File: src/rtl/egbw_pkg.sv
package egbw_pkg;

	localparam int MaxRawBitsDefault = 64;
	localparam int CmdFifoDepth      = 4;

	localparam int ValueW = 64;
	localparam int LenW   = 7;
	localparam int AccW   = ValueW + 8;
	localparam int NbW    = 4;

	localparam logic [31:0]       START_CODE = 32'h0000_0001;
	localparam logic [ValueW-1:0] UE_MAX     = 64'd4294967294;
	localparam logic [LenW-1:0]   NAL_HDR_LEN = 7'd40;

	typedef enum logic [2:0] {
		ACT_RAW       = 3'd0,
		ACT_UE        = 3'd1,
		ACT_SE        = 3'd2,
		ACT_NAL_START = 3'd3,
		ACT_NAL_END   = 3'd4,
		ACT_FLUSH     = 3'd5
	} action_t;

	// Normalized write command: data is left aligned, len bits long, and
	// pad asks for zero bits up to the next byte boundary afterward.
	typedef struct packed {
		logic [ValueW-1:0] data;
		logic [LenW-1:0]   len;
		logic              pad;
	} cmd_t;

endpackage

File: src/rtl/egbw_front.sv
module egbw_front #(
	parameter int MAX_RAW_BITS = egbw_pkg::MaxRawBitsDefault
) (
	input  logic                clk,
	input  logic                arst_n,
	input  logic                push,
	output logic                full,
	input  logic [2:0]          action,
	input  logic [6:0]          bit_count,
	input  logic [63:0]         value,
	input  logic signed [30:0]  signed_value,
	input  logic [4:0]          nal_type,
	input  logic [1:0]          ref_idc,
	output logic                cmd_push,
	output egbw_pkg::cmd_t      cmd,
	input  logic                cmd_full
);
	import egbw_pkg::*;

	localparam logic [LenW-1:0] MaxLen = LenW'(MAX_RAW_BITS);

	logic              valid_s1;
	logic              is_ue_s1;
	logic [ValueW-1:0] data_s1;
	logic [LenW-1:0]   len_s1;
	logic              pad_s1;

	logic              advance;
	logic              accept;
	logic              keep;
	logic              is_ue;
	logic [ValueW-1:0] data;
	logic [LenW-1:0]   len;
	logic              pad;
	logic [31:0]       sv_ext;
	logic [31:0]       sv_neg;
	logic [5:0]        nbits;
	logic [LenW-1:0]   len_eff;

	assign advance = !valid_s1 || !cmd_full;
	assign full    = !advance;
	assign accept  = push && advance;

	// Classify the item and reduce exp-Golomb codes to the word w = v + 1.
	always_comb begin
		keep   = 1'b1;
		is_ue  = 1'b0;
		data   = value;
		len    = bit_count;
		pad    = 1'b0;
		sv_ext = {signed_value[30], signed_value};
		sv_neg = ~sv_ext + 32'd1;
		unique case (action_t'(action))
			ACT_RAW: begin
				len = (bit_count > MaxLen) ? MaxLen : bit_count;
			end
			ACT_UE: begin
				is_ue = 1'b1;
				data  = (value > UE_MAX) ? {32'd0, 32'hFFFF_FFFF}
				                         : {32'd0, value[31:0] + 32'd1};
			end
			ACT_SE: begin
				is_ue = 1'b1;
				if (!signed_value[30] && (signed_value != 31'sd0)) begin
					data = {32'd0, signed_value[30:0], 1'b0};
				end else begin
					data = {32'd0, sv_neg[30:0], 1'b1};
				end
			end
			ACT_NAL_START: begin
				data = {24'd0, START_CODE, 1'b0, ref_idc, nal_type};
				len  = NAL_HDR_LEN;
				pad  = 1'b1;
			end
			ACT_NAL_END: begin
				data = 64'd1;
				len  = 7'd1;
				pad  = 1'b1;
			end
			ACT_FLUSH: begin
				data = 64'd0;
				len  = 7'd0;
				pad  = 1'b1;
			end
			default: begin
				keep = 1'b0;
			end
		endcase
	end

	always_ff @(posedge clk or negedge arst_n) begin
		if (!arst_n) begin
			valid_s1 <= 1'b0;
		end else if (advance) begin
			valid_s1 <= accept && keep;
		end
	end

	always_ff @(posedge clk) begin
		if (accept) begin
			is_ue_s1 <= is_ue;
			data_s1  <= data;
			len_s1   <= len;
			pad_s1   <= pad;
		end
	end

	// Exp-Golomb code of w with n significant bits is w written in 2n - 1 bits.
	always_comb begin
		nbits = 6'd0;
		for (int i = 0; i < 32; i++) begin
			if (data_s1[i]) begin
				nbits = 6'(i + 1);
			end
		end
		len_eff = is_ue_s1 ? (LenW'({nbits, 1'b0}) - 7'd1) : len_s1;
	end

	assign cmd.data = data_s1 << (7'd64 - len_eff);
	assign cmd.len  = len_eff;
	assign cmd.pad  = pad_s1;
	assign cmd_push = valid_s1 && !cmd_full;

endmodule

File: src/rtl/egbw_cmd_fifo.sv
module egbw_cmd_fifo #(
	parameter int DEPTH = egbw_pkg::CmdFifoDepth
) (
	input  logic           clk,
	input  logic           arst_n,
	input  logic           wr,
	input  egbw_pkg::cmd_t wdata,
	output logic           full,
	input  logic           rd,
	output egbw_pkg::cmd_t rdata,
	output logic           empty
);
	import egbw_pkg::*;

	localparam int AW = (DEPTH > 1) ? $clog2(DEPTH) : 1;
	localparam int CW = $clog2(DEPTH + 1);
	localparam logic [AW-1:0] LastIdx = AW'(DEPTH - 1);
	localparam logic [CW-1:0] FullCnt = CW'(DEPTH);

	cmd_t          mem_q [DEPTH];
	logic [AW-1:0] wptr_q;
	logic [AW-1:0] rptr_q;
	logic [CW-1:0] cnt_q;
	logic          do_wr;
	logic          do_rd;

	assign full  = (cnt_q == FullCnt);
	assign empty = (cnt_q == '0);
	assign do_wr = wr && !full;
	assign do_rd = rd && !empty;
	assign rdata = mem_q[rptr_q];

	always_ff @(posedge clk) begin
		if (do_wr) begin
			mem_q[wptr_q] <= wdata;
		end
	end

	always_ff @(posedge clk or negedge arst_n) begin
		if (!arst_n) begin
			wptr_q <= '0;
			rptr_q <= '0;
			cnt_q  <= '0;
		end else begin
			if (do_wr) begin
				wptr_q <= (wptr_q == LastIdx) ? '0 : wptr_q + AW'(1);
			end
			if (do_rd) begin
				rptr_q <= (rptr_q == LastIdx) ? '0 : rptr_q + AW'(1);
			end
			if (do_wr && !do_rd) begin
				cnt_q <= cnt_q + CW'(1);
			end else if (do_rd && !do_wr) begin
				cnt_q <= cnt_q - CW'(1);
			end
		end
	end

endmodule

File: src/rtl/egbw_back.sv
module egbw_back (
	input  logic           clk,
	input  logic           arst_n,
	input  egbw_pkg::cmd_t cmd,
	input  logic           cmd_empty,
	output logic           cmd_pop,
	output logic           empty,
	input  logic           pop,
	output logic [7:0]     out_byte,
	output logic           last_of_run
);
	import egbw_pkg::*;

	// Stream bits, left aligned; the top bits past the queued bytes are pending.
	logic [AccW-1:0] acc_q;
	logic [NbW-1:0]  nbytes_q;
	logic [2:0]      cnt_q;
	logic            ovalid_q;
	logic [7:0]      obyte_q;
	logic            olast_q;

	logic            emit;
	logic            can_load;
	logic [AccW-1:0] acc_sh;
	logic [AccW-1:0] merged;
	logic [LenW-1:0] total;
	logic [7:0]      total_up;
	logic [NbW-1:0]  nb;
	logic [2:0]      new_cnt;

	assign emit     = (nbytes_q != '0) && (!ovalid_q || pop);
	assign can_load = (nbytes_q == '0) || ((nbytes_q == NbW'(1)) && emit);
	assign cmd_pop  = can_load && !cmd_empty;

	always_comb begin
		acc_sh   = emit ? (acc_q << 8) : acc_q;
		merged   = {acc_sh[AccW-1 -: 8], 64'd0} | ({cmd.data, 8'd0} >> cnt_q);
		total    = LenW'(cnt_q) + cmd.len;
		total_up = {1'b0, total} + 8'd7;
		nb       = cmd.pad ? NbW'(total_up >> 3) : NbW'(total >> 3);
		new_cnt  = cmd.pad ? 3'd0 : total[2:0];
	end

	always_ff @(posedge clk or negedge arst_n) begin
		if (!arst_n) begin
			acc_q    <= '0;
			nbytes_q <= '0;
			cnt_q    <= '0;
			ovalid_q <= 1'b0;
		end else begin
			if (cmd_pop) begin
				acc_q    <= merged;
				nbytes_q <= nb;
				cnt_q    <= new_cnt;
			end else if (emit) begin
				acc_q    <= acc_sh;
				nbytes_q <= nbytes_q - NbW'(1);
			end
			if (emit) begin
				ovalid_q <= 1'b1;
			end else if (pop) begin
				ovalid_q <= 1'b0;
			end
		end
	end

	always_ff @(posedge clk) begin
		if (emit) begin
			obyte_q <= acc_q[AccW-1 -: 8];
			olast_q <= (nbytes_q == NbW'(1));
		end
	end

	assign empty       = !ovalid_q;
	assign out_byte    = obyte_q;
	assign last_of_run = olast_q;

endmodule

File: src/rtl/h264_exp_golomb_bit_writer.sv
// Flow: an accepted item is registered in the front stage, written to the command queue,
// loaded into the back-end accumulator, and its bytes leave through the output register.
// Throughput: the byte side emits one byte per cycle while pop keeps the output free; an
// item completes at most nine bytes, and the next one is loaded with its last byte.
// Reset: arst_n clears the pending partial byte, the command queue and the result.
module h264_exp_golomb_bit_writer #(
	parameter int MAX_RAW_BITS = egbw_pkg::MaxRawBitsDefault,
	parameter int CMD_DEPTH    = egbw_pkg::CmdFifoDepth
) (
	input  logic               clk,
	input  logic               arst_n,
	input  logic               push,
	output logic               full,
	input  logic [2:0]         action,
	input  logic [6:0]         bit_count,
	input  logic [63:0]        value,
	input  logic signed [30:0] signed_value,
	input  logic [4:0]         nal_type,
	input  logic [1:0]         ref_idc,
	output logic               empty,
	input  logic               pop,
	output logic [7:0]         out_byte,
	output logic               last_of_run
);
	import egbw_pkg::*;

	// The front end classifies each item and turns it into a normalized
	// command: a left-aligned run of bits plus an optional pad to the byte
	// boundary. Exp-Golomb codes are reduced to w = v + 1 written in 2n - 1
	// bits, so the back end never needs to know which action it came from.
	// Unused action codes are accepted and dropped here.
	cmd_t fq_wdata;
	cmd_t fq_rdata;
	logic fq_wr;
	logic fq_full;
	logic fq_rd;
	logic fq_empty;

	egbw_front #(
		.MAX_RAW_BITS(MAX_RAW_BITS)
	) u_front (
		.clk         (clk),
		.arst_n      (arst_n),
		.push        (push),
		.full        (full),
		.action      (action),
		.bit_count   (bit_count),
		.value       (value),
		.signed_value(signed_value),
		.nal_type    (nal_type),
		.ref_idc     (ref_idc),
		.cmd_push    (fq_wr),
		.cmd         (fq_wdata),
		.cmd_full    (fq_full)
	);

	// A short command queue lets the front keep accepting items while the
	// back end is still draining the bytes of an earlier one.
	egbw_cmd_fifo #(
		.DEPTH(CMD_DEPTH)
	) u_cmd_fifo (
		.clk   (clk),
		.arst_n(arst_n),
		.wr    (fq_wr),
		.wdata (fq_wdata),
		.full  (fq_full),
		.rd    (fq_rd),
		.rdata (fq_rdata),
		.empty (fq_empty)
	);

	// The back end merges each command behind the pending bits of the
	// unfinished byte and emits every completed byte through a single output
	// register. It takes the next command in the same cycle as the last
	// byte of the current one, and the final byte of each item is flagged.
	egbw_back u_back (
		.clk        (clk),
		.arst_n     (arst_n),
		.cmd        (fq_rdata),
		.cmd_empty  (fq_empty),
		.cmd_pop    (fq_rd),
		.empty      (empty),
		.pop        (pop),
		.out_byte   (out_byte),
		.last_of_run(last_of_run)
	);

endmodule

File: config.mk
export PLATFORM = sky130hd
export DESIGN_NAME = h264_exp_golomb_bit_writer
export DESIGN_NICKNAME = d
export VERILOG_FILES = /design/src/rtl/egbw_pkg.sv /design/src/rtl/egbw_front.sv /design/src/rtl/egbw_cmd_fifo.sv /design/src/rtl/egbw_back.sv /design/src/rtl/h264_exp_golomb_bit_writer.sv
export SDC_FILE = /design/constraint.sdc
export NUM_CORES = 1
export LEC_CHECK = 0
export ABC_AREA = 0
export CAP_MARGIN = 20
export CORE_MARGIN = 2
export CORE_UTILIZATION = 65
export CTS_BUF_LIST = sky130_fd_sc_hd__clkbuf_16
export DETAILED_ROUTE_END_ITERATION = 16
export DONT_BUFFER_PORTS = 1
export PLACE_DENSITY = 0.9
export SLEW_MARGIN = 20
export SYNTH_ARGS = -nofsm -noshare
export SYNTH_HDL_FRONTEND = slang
export SYNTH_SLANG_ARGS = --single-unit
export TNS_END_PERCENT = 50
File: constraint.sdc
create_clock -name clk -period 5.6 [get_ports clk]
set_input_delay 0.28 -clock clk [delete_from_list [all_inputs] [get_ports clk]]
set_output_delay 0.28 -clock clk [all_outputs]
set_load 0.05 [all_outputs]
==> results of run 1 <==
==> cell type report <==
type,instances,area (µm²),share of cell area (%)
Clock inverter,40,342,1.18
Timing Repair Buffer,98,941,3.26
Inverter,31,118,0.408
Sequential cell,457,13300,46.1
Tap cell,525,657,2.28
Multi-Input combinational cell,1573,12300,42.6
Clock buffer,48,1200,4.16
==> layer usage <==
metal  up-vias  wire (µm)
li1       8346          -
met2      1250      35100
met1      9362      27200
met3       229       6410
met4         0       3660
met5         -          0
==> cell usage in the layout (no fill, tap or decap), types with 29 or more instances in the layout <==
cell,instances
edfxtp_1,370
mux2i_1,270
nand2_1,225
nor2_1,192
mux2_2,128
o21ai_0,83
dfrtp_1,83
a21oi_1,73
mux4_2,72
dlygate4sd3_1,64
a31oi_1,63
clkbuf_16,48
inv_1,41
and2_1,41
nand3_1,35
buf_4,31
nor3_1,29
==> power by group <==
group          leakage, nW  switching (mW)  internal, mW  total, mW
Combinational         5.25            4.14          2.80       6.93
Sequential            4.65           0.556          4.78       5.33
Clock                0.799            1.34          1.80       3.14
==> registers in the layout, summed over array words and instances, names as in the netlist, 2 cells and up <==
register           flops
u_cmd_fifo.wptr_q      2
u_cmd_fifo.rptr_q      2
u_back.out_byte        8
u_cmd_fifo.mem_q     288
u_front.len_s1         7
u_front.data_s1       64
u_back.cnt_q           3
u_back.nbytes_q        4
u_cmd_fifo.cnt_q       3
u_back.acc_q          71
==> final timing paths <==
path | to | from | cells past startpoint
setup / recovery | u_cmd_fifo.mem_q[0][68] | u_front.data_s1[22] | 15
hold / removal | u_front.data_s1[9] | signed_value[8] | 2
setup reg to reg | u_cmd_fifo.mem_q[0][68] | u_front.data_s1[22] | 15
hold reg to reg | u_back.out_byte[6] | u_back.acc_q[70] | 0
max in group asynchronous | u_back.acc_q[4] | arst_n | 2
min in group asynchronous | u_back.ovalid_q | arst_n | 2
==> stage by stage <==
step	instance area (µm²)	hold WS, ns	util (%)	cells
2_1_floorplan	26200	-0.0156	-	2210
3_3_place_gp	26600	-0.0127	66.9	2619
3_5_place_dp	26600	-0.0125	66.9	2619
4_1_cts	28900	0.00146	72.4	2772
5_1_grt	28900	0.00996	72.5	2772
6_report	28900	0.0312	72.5	2772
==> kinds of logic (layout without fill, tap and decap cells) <==
kind of cell / Yosys count / in the layout / synth area share, %
XOR/XNOR: 53 / 53 / 1.84
buffers and inverters: 180 / 217 / 2.85
AO/OA/AOI/OAI: 349 / 349 / 8.78
adder cells (fa/ha/maj): 21 / 21 / 1.05
multiplexers: 485 / 485 / 22.8
flip-flops: 457 / 457 / 50.6
AND/OR/NAND/NOR: 665 / 665 / 12.1
==> repair_timing <==
item,CTS,global route
gates resized for setup,0,0
endpoints found under the hold margin,148,0
hold buffers,65,0
==> key figures, run 1 <==
Timing
  • Slew headroom: 27.0%
  • Worst Tran Pin Value: 1.09 ns
  • Final Hold Viols: 0
  • Period utilization: between 90% and 100%
  • Setup TNS: 0 ns
  • Final count of pins violating max slew: 0
  • Final WS setup: 0.549 ns
  • Final setup viols: 0
  • RSZ-0062 raised after global routing: false
  • Fmax: 198 MHz
  • Final min period: 5.05 ns
  • Setup Skew: 0.0308 ns

Critical path
  • Critical setup path kind: flop to flop
  • CP max FO: 54
  • FF-to-FF setup slack: ~0.55 ns
  • CP startpoint kind: flop
  • Required @ worst endpoint: approximately 5.9 ns
  • Bufs and invs on worst path: 1
  • Worst path max stage delay: about 0.78 ns
  • Crit path max-delay cell type: ha_4
  • CP endpoint kind: flop
  • Delay-heaviest family, CP: compound AO/OA/AOI/OAI gates
  • CP Data Arrival Time: 5.35 ns
  • CP Cell Sequence: nor2b_1 -> o21bai_1 -> nand4_1 -> o211ai_1 -> nand2b_1 -> nor2_1 -> nor2_1 -> inv_1 -> ha_4 -> mux2i_1 -> mux2i_1 -> nand2_1 -> o21ai_0 -> mux2_2 -> o32ai_1

Drt
  • DRT antenna net count: 0
  • Post-route DRC: 0
  • Total Wirelength: approximately 72 mm
  • Drt first pass iters: 6
  • First DRT Iteration DRCs: 2504
  • Via count: between 15000 and 20000
  • DR WL/cell: between 20 and 30 µm
  • Vias per cell: 6.92

Floorplan
  • Die width: ~200 µm
  • Core area: approximately 40000 µm²
  • Die footprint: 42000 µm²
  • Row count: 73
  • IO Pins: between 100 and 150
  • Vert. Die Dim: 205 µm
  • Initial Utilization: 65.9%

Clock tree
  • Worst-skew pair later-pin latency: 0.60 ns
  • TritonCTS Buffers: 47
  • Setup Buffers After CTS: 0
  • CTS sink count: 457
  • Root buf cell: clkbuf_16
  • Clk slew on worst S/H paths: ~0.06 ns
  • Clock tree buffer depth: 3
  • H-Tree Level Count: 2
  • CTS tree: yes

Finish
  • Filler instances: 2547
  • # diodes: 0
  • P&R area growth vs syn: 9.98%
  • Ratio of cells with drive above 1 in the final layout: 16.9%
  • Nets: 2344

Synthesis
  • Post-Syn Instances: 2210
  • Synth top area share: between 40 and 50%
  • Post-synth ARST share: about a fifth
  • Post-synth EDFFs: between 300 and 400
  • Avg Inst Size Synth: 11.9 µm²
  • Unique masters post-synth: 87
  • Synth area leader: edfxtp_1
  • Commonest cells in the netlist: 370 x edfxtp_1, 270 x mux2i_1, 226 x nand2_1, 192 x nor2_1, 128 x mux2_2
  • Sequential-to-total area share from yosys stat: 50.6%
  • Synth top area cells: edfxtp_1 42%, mux2i_1 10%, dfrtp_1 8.3%
  • Flops & latches, synth: about 460
  • Synthesized area: 26200 µm²
  • Top-count cell post-synth: edfxtp_1
  • Synth Flop Type: edfxtp_1
  • Synthesized Nets: 2346
  • Yosys warns: 0

Power
  • LEAKAGE: 10.7 nW
  • Final Power: 15.4 mW
  • VDD IR max: ~350 µV
  • Power Density: 534 nW/µm²

GRT
  • Initial antenna violation count: 0
  • GR peak layer: met2
  • Vias in the first global route: 18800
  • Largest net degree at the start of global routing: 107
  • First-pass GRT wire length: roughly 110 mm
  • GRT Util Overall: 34.9%
  • Met3 usage: 6.32%
  • Met1 Use GR: 45.3%
  • Routing usage on met2: 57.3%
  • Grt ovf: 0

Run
  • Max-cap violations: 0

Place
  • DP Worst Slack: 0.638 ns
  • GP Congestion: around 0.95
  • Post-detail-place hpwl: between 40 and 50 mm
  • Port Buffers: 0

Hold path
  • Hold crit path type: input pin to flop

Outcome
  • Status: finished clean
Note: power is estimated with default switching activity, not from simulation.
==> run 2: changes to the inputs <==
--- a/config.mk
+++ b/config.mk
@@ -13,6 +13,7 @@
 export DETAILED_ROUTE_END_ITERATION = 16
 export DONT_BUFFER_PORTS = 1
 export PLACE_DENSITY = 0.9
+export RECOVER_POWER = 25
 export SLEW_MARGIN = 20
 export SYNTH_ARGS = -nofsm -noshare
 export SYNTH_HDL_FRONTEND = slang
==> run 2 against run 1 <==
The flow now finishes with violations (capacitance limit, slew limit). Core utilization down 0.12 points. Clock power about the same. Register-to-register slack worse by 0.02 ns. Via count down 0.67%. Sequential share of layout area up 0.074 points. Cell area down 0.16%. Critical path type unchanged. Largest power group unchanged. Highest routed layer unchanged.
==> key figures, run 2 (synthesized netlist as in run 1, its figures left out) <==
Place
  • Port Buffers: 0
  • DP Area: roughly 27000 µm²
  • GP Congestion: around 0.95
  • Dpl cells: 2619
  • Post-detail-place hpwl: 48.0 mm
  • DP Worst Slack: 0.638 ns

Floorplan
  • Initial Utilization: between 60% and 70%
  • Die footprint: 42000 µm²
  • IO Pins: 127
  • Core area: 39800 µm²
  • Vert. Die Dim: around 200 µm
  • Die width: 205 µm
  • Row count: 73

Timing
  • Final WS setup: 0.527 ns
  • RSZ-0062 raised after global routing: false
  • Final setup viols: 0
  • Setup Skew: around 0.025 ns
  • Final Hold Viols: 0
  • Period utilization: around nine tenths
  • Setup TNS: 0 ns
  • Slew headroom: -148%
  • Final min period: a little over 5 ns
  • Fmax: 197 MHz
  • Worst Tran Pin Value: 3.72 ns
  • Final count of pins violating max slew: ~140

Drt
  • Total Wirelength: between 70 and 80 mm
  • Via count: 19100
  • Drt first pass iters: 6
  • First DRT Iteration DRCs: 2481
  • Post-route DRC: 0
  • DRT antenna net count: 0
  • Vias per cell: between 6 and 7
  • DR WL/cell: 26.0 µm

Finish
  • Max reg flops: about 290
  • Nets: 2344
  • Top Registers: u_cmd_fifo.mem_q (288), u_back.acc_q (71), u_front.data_s1 (64)
  • Fin area: 28800 µm²
  • P&R area growth vs syn: 9.80%
  • Most flop-heavy register: u_cmd_fifo.mem_q
  • Final non-filler cell total: around 2800
  • # diodes: 0
  • Commonest cells after routing, fill and taps aside: 370 x edfxtp_1, 270 x mux2i_1, 225 x nand2_1
  • Commonest non-fill, non-tap cell in the layout: edfxtp_1
  • Ratio of cells with drive above 1 in the final layout: approximately 16%

GRT
  • Vias in the first global route: 18800
  • GRT Util Overall: 34.9%
  • First-pass GRT wire length: 111 mm
  • Grt ovf: 0
  • Initial antenna violation count: 0
  • Largest net degree at the start of global routing: 107

Critical path
  • CP Data Arrival Time: 5.37 ns
  • Critical setup path kind: flop to flop
  • FF-to-FF setup slack: 0.53 ns
  • R2R Path End: u_cmd_fifo.mem_q[1][68]
  • CP endpoint kind: flop
  • CP startpoint kind: flop
  • Reg2Reg Depth: 15
  • Crit path to: u_cmd_fifo.mem_q[1][68]
  • CP max FO: 54
  • Required @ worst endpoint: 5.90 ns
  • R2r startpoint: u_front.data_s1[22]
  • Launch point of the worst path: u_front.data_s1[22]

Power
  • VDD IR max: 352 µV
  • Final Power: 15.4 mW
  • Power Density: 535 nW/µm²
  • LEAKAGE: about 11 nW

Clock tree
  • Clock tree buffer depth: 3
  • Setup Buffers After CTS: 0
  • Cts repair resizes: 0
  • Root buf cell: clkbuf_16
  • CTS tree: yes
  • Clk slew on worst S/H paths: roughly 0.060 ns
  • Cts hold-fix bufs: 65
  • Worst-skew pair later-pin latency: 0.60 ns
  • H-Tree Level Count: 2
  • TritonCTS Buffers: 47
  • CTS sink count: 457

Hold path
  • Hold crit path type: input pin to flop

Run
  • Max-cap violations: 3

Outcome
  • Status: complete, but fails checks
  • Failing checks: capacitance limit, slew limit
run 2: cell count changes in the layout (fill, tap and decap cells not counted), moves of 2 or more:
cell,delta
and2_0,+32
and2_1,-30
buf_4,-4
clkbuf_1,+4
and2_2,-2
run 2: critical path, stage by stage, from the launching register on:
cell and delay (ns):
edfxtp_1 0.52, nor2b_1 0.19, o21bai_1 0.19, nand4_1 0.12, o211ai_1 0.41, nand2b_1 0.20, nor2_1 0.05, nor2_1 0.28
inv_1 0.14, ha_4 0.79, mux2i_1 0.38, mux2i_1 0.18, nand2_1 0.09, o21ai_0 0.25, mux2_2 0.41, o32ai_1 0.57
run 2: report_power, final:
group	internal [mW]	switching, mW
sequential	4.79	0.556
combinational	2.79	4.14
clock	1.80	1.34
run 2: layer usage:
metal  GRT usage (%)  vias up  part of all wire, %
met5               0        -                    0
met4            16.0        0                  5.0
met3            6.32      228                  8.7
met2            57.3     1189                   49
met1            45.3     9300                   38
li1                -     8341                    -
run 2: layout make-up:
class | count | area (µm²)
Clock inverter | 40 | 342
Sequential cell | 457 | 13300
Multi-Input combinational cell | 1573 | 12300
Tap cell | 525 | 657
Inverter | 31 | 118
Timing Repair Buffer | 98 | 926
Fill cell | 2557 | 11000
Clock buffer | 48 | 1200
run 2: worst min path at each step:
stage	from	to	depth (start not counted)	slack (ns)
3_3_place_gp	arst_n	u_back.ovalid_q	0	-0.01
5_1_grt	value[20]	u_front.data_s1[20]	2	0.01
4_1_cts	value[20]	u_front.data_s1[20]	2	0.001
6_report	value[31]	u_front.data_s1[31]	2	0.02
2_1_floorplan	arst_n	u_back.acc_q[10]	0	-0.02
3_5_place_dp	arst_n	u_back.ovalid_q	0	-0.01
run 2: through the flow:
stage          utilization (%)  hold slack [ns]
2_1_floorplan                -          -0.0156
3_3_place_gp              66.9          -0.0127
3_5_place_dp              66.9          -0.0125
4_1_cts                   72.4          0.00146
5_1_grt                   72.3          0.00996
6_report                  72.3           0.0209
